[src/design/mcfe_pkg.sv]
// Shared types and constants for the motor command frame encoder.
// Lane constants for the setpoint scaling, kind decode and the queue entry type.
// No dependencies.
package mcfe_pkg;

	localparam int NUM_LANES   = 5;
	localparam int SET_W       = 24;
	localparam int ID_W        = 11;
	localparam int FRAME_W     = 64;
	localparam int NUM_W       = 22;   // clamped setpoint minus its minimum
	localparam int VAL_W       = 22;   // scaled numerator after the power-of-two shift
	localparam int RECIP_SHIFT = 22;
	localparam int RECIP_W     = 20;
	localparam int PROD_W      = VAL_W + RECIP_W;
	localparam int ODD_W       = 8;
	localparam int CODE_W      = 16;
	localparam int WIDE_W      = NUM_W + CODE_W;

	localparam int QUEUE_DEPTH = 4;
	localparam int QPTR_W      = $clog2(QUEUE_DEPTH);
	localparam int QCNT_W      = QPTR_W + 1;

	localparam int S_TDATA_W = 136;
	localparam int S_TUSER_W = 3;
	localparam int M_TDATA_W = 80;

	// Lanes: position, velocity, kp, kd, torque
	localparam logic signed [SET_W-1:0] LANE_LO [NUM_LANES] = '{
		-24'sd104448, -24'sd184320, 24'sd0, 24'sd0, -24'sd73728
	};
	localparam logic signed [SET_W-1:0] LANE_HI [NUM_LANES] = '{
		24'sd104448, 24'sd184320, 24'sd2048000, 24'sd20480, 24'sd73728
	};
	localparam int LANE_BITS [NUM_LANES] = '{16, 12, 12, 12, 12};
	// span = 2^k * odd
	localparam int LANE_K    [NUM_LANES] = '{12, 13, 14, 12, 14};
	localparam logic [ODD_W-1:0] LANE_ODD [NUM_LANES] = '{
		8'd51, 8'd45, 8'd125, 8'd5, 8'd9
	};
	// floor(2^RECIP_SHIFT / odd)
	localparam logic [RECIP_W-1:0] LANE_RECIP [NUM_LANES] = '{
		RECIP_W'((2**RECIP_SHIFT) / 51),
		RECIP_W'((2**RECIP_SHIFT) / 45),
		RECIP_W'((2**RECIP_SHIFT) / 125),
		RECIP_W'((2**RECIP_SHIFT) / 5),
		RECIP_W'((2**RECIP_SHIFT) / 9)
	};

	typedef enum logic [2:0] {
		KIND_CONTROL    = 3'd0,
		KIND_SPEED_MODE = 3'd1,
		KIND_POS_MODE   = 3'd2,
		KIND_ENTER      = 3'd3,
		KIND_EXIT       = 3'd4,
		KIND_TURN_RESET = 3'd5,
		KIND_ZERO       = 3'd6
	} kind_t;

	localparam logic [7:0] CMD_SPEED_MODE = 8'hFA;
	localparam logic [7:0] CMD_POS_MODE   = 8'hFB;
	localparam logic [7:0] CMD_ENTER      = 8'hFC;
	localparam logic [7:0] CMD_EXIT       = 8'hFD;
	localparam logic [7:0] CMD_TURN_RESET = 8'hFE;
	localparam logic [7:0] CMD_ZERO       = 8'hFF;
	localparam logic [55:0] CMD_PREFIX    = 56'hFF_FFFF_FFFF_FFFF;

	typedef struct packed {
		logic                        is_ctrl;
		logic [7:0]                  cmd_byte;
		logic [ID_W-1:0]             node_id;
		logic [NUM_LANES-1:0][SET_W-1:0] setp;
	} queue_entry_t;

	typedef struct packed {
		logic empty;
		logic full;
	} queue_status_t;

endpackage

[src/design/mcfe_front.sv]
// Front end: takes input beats, decodes the kind and builds the queue entry.
// Depends on mcfe_pkg. Unused kind codes are dropped here.
module mcfe_front (
	input  logic                            s_axis_tvalid,
	output logic                            s_axis_tready,
	// node_id[10:0], position_set[34:11], velocity_set[58:35],
	// stiffness_gain[82:59], damping_gain[106:83], torque_feedforward[130:107], zero pad
	input  logic [mcfe_pkg::S_TDATA_W-1:0]  s_axis_tdata,
	// kind[2:0]
	input  logic [mcfe_pkg::S_TUSER_W-1:0]  s_axis_tuser,
	input  mcfe_pkg::queue_status_t         q_status,
	output logic                            push,
	output mcfe_pkg::queue_entry_t          push_entry
);
	import mcfe_pkg::*;

	logic       valid_kind;
	logic [7:0] cmd;

	always_comb begin
		valid_kind = 1'b1;
		cmd        = CMD_ZERO;
		case (s_axis_tuser)
			KIND_CONTROL:    cmd = CMD_ZERO;
			KIND_SPEED_MODE: cmd = CMD_SPEED_MODE;
			KIND_POS_MODE:   cmd = CMD_POS_MODE;
			KIND_ENTER:      cmd = CMD_ENTER;
			KIND_EXIT:       cmd = CMD_EXIT;
			KIND_TURN_RESET: cmd = CMD_TURN_RESET;
			KIND_ZERO:       cmd = CMD_ZERO;
			default:         valid_kind = 1'b0;
		endcase
	end

	assign s_axis_tready = !q_status.full;
	// a beat with no meaningful kind is taken and discarded
	assign push          = s_axis_tvalid && s_axis_tready && valid_kind;

	always_comb begin
		push_entry.is_ctrl  = (s_axis_tuser == KIND_CONTROL);
		push_entry.cmd_byte = cmd;
		push_entry.node_id  = s_axis_tdata[ID_W-1:0];
		for (int i = 0; i < NUM_LANES; i++) begin
			push_entry.setp[i] = s_axis_tdata[ID_W + i*SET_W +: SET_W];
		end
	end

endmodule

[src/design/mcfe_queue.sv]
// Short queue between the front end and the scaling pipeline.
// Depends on mcfe_pkg for the entry type and depth.
module mcfe_queue (
	input  logic                    clk,
	input  logic                    arst_n,
	input  logic                    push,
	input  mcfe_pkg::queue_entry_t  push_entry,
	input  logic                    pop,
	output mcfe_pkg::queue_entry_t  head,
	output mcfe_pkg::queue_status_t status
);
	import mcfe_pkg::*;

	queue_entry_t      slots_q [QUEUE_DEPTH];
	logic [QPTR_W-1:0] wr_ptr_q;
	logic [QPTR_W-1:0] rd_ptr_q;
	logic [QCNT_W-1:0] count_q;

	assign head         = slots_q[rd_ptr_q];
	assign status.empty = (count_q == '0);
	assign status.full  = (count_q == QCNT_W'(QUEUE_DEPTH));

	always_ff @(posedge clk) begin
		if (push) begin
			slots_q[wr_ptr_q] <= push_entry;
		end
	end

	always_ff @(posedge clk or negedge arst_n) begin
		if (!arst_n) begin
			wr_ptr_q <= '0;
			rd_ptr_q <= '0;
			count_q  <= '0;
		end else begin
			if (push) begin
				wr_ptr_q <= wr_ptr_q + 1'b1;
			end
			if (pop) begin
				rd_ptr_q <= rd_ptr_q + 1'b1;
			end
			if (push && !pop) begin
				count_q <= count_q + 1'b1;
			end else if (pop && !push) begin
				count_q <= count_q - 1'b1;
			end
		end
	end

endmodule

[src/design/mcfe_back.sv]
// Back end: five-stage scaling pipeline, the last stage being the output register.
// Depends on mcfe_pkg. Stages: clamp, scale, reciprocal multiply, remainder, fix and pack.
module mcfe_back (
	input  logic                            clk,
	input  logic                            arst_n,
	input  mcfe_pkg::queue_entry_t          head,
	input  mcfe_pkg::queue_status_t         q_status,
	output logic                            pop,
	output logic                            m_axis_tvalid,
	input  logic                            m_axis_tready,
	// frame_id[10:0], frame_bytes[74:11], zero pad
	output logic [mcfe_pkg::M_TDATA_W-1:0]  m_axis_tdata
);
	import mcfe_pkg::*;

	logic adv;
	logic valid_s1, valid_s2, valid_s3, valid_s4, valid_s5;

	typedef struct packed {
		logic            is_ctrl;
		logic [7:0]      cmd_byte;
		logic [ID_W-1:0] node_id;
	} tag_t;

	tag_t tag_s1, tag_s2, tag_s3, tag_s4;

	logic [NUM_LANES-1:0][NUM_W-1:0]   num_s1;
	logic [NUM_LANES-1:0][VAL_W-1:0]   val_s2, val_s3;
	logic [NUM_LANES-1:0][PROD_W-1:0]  prod_s3;
	logic [NUM_LANES-1:0][CODE_W-1:0]  qest_s4;
	logic [NUM_LANES-1:0][ODD_W-1:0]   rem_s4;
	logic [NUM_LANES-1:0][CODE_W-1:0]  code;

	logic [ID_W-1:0]    frame_id_s5;
	logic [FRAME_W-1:0] frame_s5;

	// whole pipeline holds while the output beat waits
	assign adv = !valid_s5 || m_axis_tready;
	assign pop = adv && !q_status.empty;

	always_ff @(posedge clk or negedge arst_n) begin
		if (!arst_n) begin
			valid_s1 <= 1'b0;
			valid_s2 <= 1'b0;
			valid_s3 <= 1'b0;
			valid_s4 <= 1'b0;
			valid_s5 <= 1'b0;
		end else if (adv) begin
			valid_s1 <= !q_status.empty;
			valid_s2 <= valid_s1;
			valid_s3 <= valid_s2;
			valid_s4 <= valid_s3;
			valid_s5 <= valid_s4;
		end
	end

	always_ff @(posedge clk) begin
		if (adv) begin
			tag_s1 <= '{is_ctrl: head.is_ctrl, cmd_byte: head.cmd_byte, node_id: head.node_id};
			tag_s2 <= tag_s1;
			tag_s3 <= tag_s2;
			tag_s4 <= tag_s3;
		end
	end

	for (genvar i = 0; i < NUM_LANES; i++) begin : g_lane
		logic signed [SET_W-1:0]   x;
		logic signed [SET_W-1:0]   x_clamp;
		logic signed [SET_W:0]     off;
		logic [WIDE_W-1:0]         wide;
		logic [WIDE_W-1:0]         scaled;
		logic [VAL_W+ODD_W:0]      back_mul;
		logic [VAL_W+ODD_W:0]      diff;

		always_comb begin
			x = $signed(head.setp[i]);
			if (x < LANE_LO[i]) begin
				x_clamp = LANE_LO[i];
			end else if (x > LANE_HI[i]) begin
				x_clamp = LANE_HI[i];
			end else begin
				x_clamp = x;
			end
			off = {x_clamp[SET_W-1], x_clamp} - {LANE_LO[i][SET_W-1], LANE_LO[i]};
		end

		// num * (2^bits - 1), then drop the power-of-two part of the span
		assign wide   = ({{CODE_W{1'b0}}, num_s1[i]} << LANE_BITS[i]) -
		                {{CODE_W{1'b0}}, num_s1[i]};
		assign scaled = wide >> LANE_K[i];

		assign back_mul = (VAL_W+ODD_W+1)'(prod_s3[i][RECIP_SHIFT +: CODE_W]) *
		                  (VAL_W+ODD_W+1)'(LANE_ODD[i]);
		assign diff     = (VAL_W+ODD_W+1)'(val_s3[i]) - back_mul;

		// reciprocal estimate is low by at most one
		assign code[i] = qest_s4[i] + CODE_W'(rem_s4[i] >= LANE_ODD[i]);

		always_ff @(posedge clk) begin
			if (adv) begin
				num_s1[i]  <= off[NUM_W-1:0];
				val_s2[i]  <= scaled[VAL_W-1:0];
				val_s3[i]  <= val_s2[i];
				prod_s3[i] <= PROD_W'(val_s2[i]) * PROD_W'(LANE_RECIP[i]);
				qest_s4[i] <= prod_s3[i][RECIP_SHIFT +: CODE_W];
				rem_s4[i]  <= diff[ODD_W-1:0];
			end
		end
	end

	always_ff @(posedge clk) begin
		if (adv) begin
			frame_id_s5 <= tag_s4.node_id;
			if (tag_s4.is_ctrl) begin
				frame_s5 <= {code[0][15:0], code[1][11:0], code[2][11:0],
				             code[3][11:0], code[4][11:0]};
			end else begin
				frame_s5 <= {CMD_PREFIX, tag_s4.cmd_byte};
			end
		end
	end

	assign m_axis_tvalid = valid_s5;
	assign m_axis_tdata  = {{(M_TDATA_W-FRAME_W-ID_W){1'b0}}, frame_s5, frame_id_s5};

endmodule

[src/design/motor_command_frame_encoder_top.sv]
// Motor command frame encoder: one 8-byte command frame per input beat.
//
// Input channel s_axis_*: kind on tuser, node id and five Q12 setpoints on tdata.
// Output channel m_axis_*: frame id and eight payload bytes on tdata.
// Control beats have their setpoints clamped and scaled to 16/12-bit codes and
// packed big-endian; command kinds give seven 0xFF bytes and a command byte.
// A beat with the unused kind code is accepted and yields no frame.
// Throughput: one beat per cycle, sustained while the receiver keeps m_axis_tready high.
// Path: with an empty queue, an accepted beat is written to the four-entry queue
// and then read into the first of five pipeline registers, whose stages are set
// by the clamp, the span scaling, the reciprocal multiply and the remainder
// correction, the last one holding the packed frame.
// When the receiver stalls, the output beat holds and the pipeline freezes; the
// queue takes up to four more beats before s_axis_tready drops.
// Reset clears the queue and all valid flags; no frame is pending after it.
// Depends on mcfe_pkg, mcfe_front, mcfe_queue, mcfe_back.
module motor_command_frame_encoder_top (
	input  logic                            clk,
	input  logic                            arst_n,
	input  logic                            s_axis_tvalid,
	output logic                            s_axis_tready,
	// node_id[10:0], position_set[34:11], velocity_set[58:35],
	// stiffness_gain[82:59], damping_gain[106:83], torque_feedforward[130:107], zero pad
	input  logic [mcfe_pkg::S_TDATA_W-1:0]  s_axis_tdata,
	// kind[2:0]
	input  logic [mcfe_pkg::S_TUSER_W-1:0]  s_axis_tuser,
	output logic                            m_axis_tvalid,
	input  logic                            m_axis_tready,
	// frame_id[10:0], frame_bytes[74:11], zero pad
	output logic [mcfe_pkg::M_TDATA_W-1:0]  m_axis_tdata
);
	import mcfe_pkg::*;

	logic          push;
	logic          pop;
	queue_entry_t  push_entry;
	queue_entry_t  head;
	queue_status_t q_status;

	mcfe_front u_front (
		.s_axis_tvalid (s_axis_tvalid),
		.s_axis_tready (s_axis_tready),
		.s_axis_tdata  (s_axis_tdata),
		.s_axis_tuser  (s_axis_tuser),
		.q_status      (q_status),
		.push          (push),
		.push_entry    (push_entry)
	);

	mcfe_queue u_queue (
		.clk        (clk),
		.arst_n     (arst_n),
		.push       (push),
		.push_entry (push_entry),
		.pop        (pop),
		.head       (head),
		.status     (q_status)
	);

	mcfe_back u_back (
		.clk           (clk),
		.arst_n        (arst_n),
		.head          (head),
		.q_status      (q_status),
		.pop           (pop),
		.m_axis_tvalid (m_axis_tvalid),
		.m_axis_tready (m_axis_tready),
		.m_axis_tdata  (m_axis_tdata)
	);

endmodule

[config.mk]
export PLATFORM = sky130hd
export DESIGN_NAME = motor_command_frame_encoder_top
export DESIGN_NICKNAME = d
export VERILOG_FILES = /design/src/design/mcfe_pkg.sv /design/src/design/mcfe_front.sv /design/src/design/mcfe_queue.sv /design/src/design/mcfe_back.sv /design/src/design/motor_command_frame_encoder_top.sv
export SDC_FILE = /design/constraint.sdc
export NUM_CORES = 2
export LEC_CHECK = 0
export ABC_AREA = 1
export BUFFER_PORTS_ARGS = -buffer_cell sky130_fd_sc_hd__buf_2
export CORE_MARGIN = 4
export CORE_UTILIZATION = 58
export DETAILED_ROUTE_END_ITERATION = 8
export PLACE_DENSITY = 0.78
export SETUP_SLACK_MARGIN = 0.5
export SYNTH_ARGS = -nofsm -noshare
export SYNTH_HDL_FRONTEND = slang
export SYNTH_HIERARCHICAL = 1
export SYNTH_SLANG_ARGS = --single-unit
[constraint.sdc]
create_clock -name clk -period 12.85 [get_ports clk]
set_clock_uncertainty 0.15 [all_clocks]
set_input_delay 0.6425 -clock clk [delete_from_list [all_inputs] [get_ports clk]]
set_output_delay 0.6425 -clock clk [all_outputs]
set_load 0.1 [all_outputs]
==> results.json <==
{
  "ctsHtreeMaxLevel": 3,
  "worst_path_most_repeated_cell": "fa_1",
  "place.gp.congestion": 0.9459,
  "fill_cells": 10390,
  "crit_type": "flip-flop to flip-flop",
  "tightest_slew_ps": 1163,
  "drive_above_1_share_pct": 8.114,
  "rows": 134,
  "ff_latch_area_um2": 34570,
  "area_growth_pct": 9.284,
  "finalMaxSlewViolations": 0,
  "final_common_cell": "inv_1",
  "die_w_um": 374.5,
  "cp.required_ps": 13170,
  "maxCapViolCount": 0,
  "clock-root-buffer": "clkbuf_16",
  "cts_buffer_depth": 3,
  "worstSetupStartpointType": "flip-flop",
  "dieArea_um2": 140300,
  "overflow": 0,
  "start_util_pct": 58.39,
  "grt_max_degree": 206,
  "cp_slowest_stage_delay_ps": 570,
  "cts_sinks": 1153,
  "timing.final.hold_violations": 0,
  "grt_pass1_vias": 51780,
  "synth-edff-count": 1141,
  "setup_viol": 0,
  "vias_per_cell": 5.266,
  "slowest_stage": "fa_1",
  "max_slew_margin_pct": 22.46,
  "track_usage_pct": 23.49,
  "multi_input_area_um2": 35480,
  "synth_warnings": 6,
  "portBuffers": 214,
  "min_period_ps": 5992,
  "routed_wl_mm": 163.0,
  "path_max_fanout": 6,
  "synthCells": 7406,
  "routedWlPerCell_um": 17.07,
  "cts_setup_buffers": 0,
  "end_kind": "flip-flop",
  "synth.yosys.seq_area_share_pct": 44.36,
  "synth_ff_type": "edfxtp_1",
  "drtIter0Drc": 3117,
  "synth.avg_cell_area_um2": 10.52,
  "tns_ps": 0,
  "outcome": "completed",
  "fin_crit_sh_pct": 46.63,
  "syn_area_um2": 77920,
  "cts_buffers": 120,
  "place_hpwl_mm": 120.8,
  "cp.arrival_ps": 6310,
  "ys_seq_elements": 1153,
  "path_clk_slew_ps": 60,
  "clock.fmax_mhz": 166.9,
  "mostFrequentLayoutCells": "1643 x inv_1, 1220 x nand2_1, 1141 x edfxtp_1",
  "die_h_um": 374.5,
  "fin_nets": 9041,
  "clk_latency_ps": 750,
  "drtAntennaViolNets": 0,
  "synthArstFlopShare_pct": 1.041,
  "antenna_found_initial": 31,
  "cp_cell_sequence": "ha_1, inv_1, fa_1, inv_1, fa_1, fa_1, fa_1, inv_1, fa_1, inv_1, ha_1, a21oi_1, o21ai_0, a21oi_1, nand3_1, a21oi_1, xnor2_1",
  "num_vias": 50290,
  "ys_types": 63,
  "rsz0062_at_grt": "false",
  "cts_tree": "built",
  "firstDrtPassIters": 6,
  "num_io_pins": 225,
  "hp-class": "input port to flip-flop",
  "core_um2": 133500,
  "drcViolationCount": 0,
  "grt_pass1_wl_mm": 266.6
}
==> registers in the layout (all words and copies together) (netlist names), 11 cells and up <==
signal and flops:
u_back/qest_s4 64, u_back/prod_s3 64, u_back/val_s3 40, u_queue/slots_q 560
u_back/val_s2 108, u_back/frame_s5 64, u_back/tag_s1 20, u_back/num_s1 110
u_back/frame_id_s5 11, u_back/tag_s2 20, u_back/rem_s4 40, u_back/tag_s3 20
u_back/tag_s4 20
==> through the flow <==
stage / utilization [%] / area (µm²) / cells / setup WS [ps] / hold WS [ps]
after floorplan: - / 78010 / 7428 / 2072 / 196.9
after global placement: 59.75 / 79740 / 9177 / 6971 / 250.7
after detailed placement: 59.75 / 79740 / 9177 / 6937 / 254.5
after CTS: 63.77 / 85110 / 9532 / 6916 / 21.39
after global routing: 63.79 / 85130 / 9539 / 6564 / 87.17
final: 63.81 / 85160 / 9550 / 6858 / 91.00
==> repair_timing <==
action	CTS	global route
hold buffers	132	0
hold endpoints to repair	536	0
gates resized for setup	0	0
==> worst paths after layout <==
kind	to	slack (ps)	from	cells after the start
max	u_back/prod_s3[154]	6860	u_back/val_s2[71]	17
min	u_back/valid_s2	90	m_axis_tready	4
max reg2reg	u_back/prod_s3[154]	6860	u_back/val_s2[71]	17
min reg2reg	u_back/qest_s4[57]	250	u_back/prod_s3[157]	0
max in group asynchronous	u_queue/rd_ptr_q[0]	12170	arst_n	2
min in group asynchronous	u_queue/count_q[2]	140	arst_n	2
==> per-layer routing <==
| metal | part of all wire [%] | track usage [%] |
|---|---|---|
| met5 | 0.068 | 0 |
| met4 | 2.5 | 6.412 |
| met3 | 5.2 | 3.621 |
| met2 | 47 | 39.12 |
| met1 | 45 | 32.34 |
==> cells by family after synthesis <==
kind of cell / after synthesis / share of synthesized area [%]
xor gates and xnor gates: 243 / 2.731
adders and majority gates: 1235 / 24.09
other: 2 / 0.009638
AOI/OAI and AO/OA: 848 / 7.740
buffers and inverters: 1902 / 10.22
DFF: 1153 / 44.36
and+or+nand+nor: 2023 / 10.85
==> cell usage after synthesis (all sizes together) (32+ instances only) <==
master | count | area, µm²
nand3 | 201 | 1051
a21o | 32 | 240.2
xor2 | 170 | 1489
edfxtp | 1141 | 34260
nand2 | 1226 | 4617
o21ai | 185 | 948.4
a21oi | 254 | 1290
ha | 793 | 9922
nor2 | 406 | 1582
fa | 442 | 8848
xnor2 | 73 | 639.4
nand4 | 64 | 400.4
nor3 | 64 | 366.6
inv | 1653 | 6205
o211ai | 297 | 2930
buf | 236 | 1712
==> worst max-delay path: cells and delay by family, from the launching register on <==
family,cells,cell delay (ps)
AO/OA/AOI/OAI,4,910
adder cells (fa/ha/maj),7,3530
flip-flops,1,560
AND/OR/NAND/NOR,1,220
buffers and inverters,4,270
XOR/XNOR,1,80
==> cell type report <==
| class | instances | share of cell area (%) |
|---|---|---|
| antenna | 18 | 0.05290 |
| inverter | 1653 | 7.323 |
| sequential | 1153 | 40.60 |
| tap | 1768 | 2.598 |
| clock inverter | 83 | 1.146 |
| multi-input combinational | 4373 | 41.66 |
| timing repair buffer | 362 | 3.009 |
| clock buffer | 140 | 3.615 |
Power is left out: the tool's default activity adds up to more than one toggle a clock period on the data nets, which glitch-free logic cannot reach.
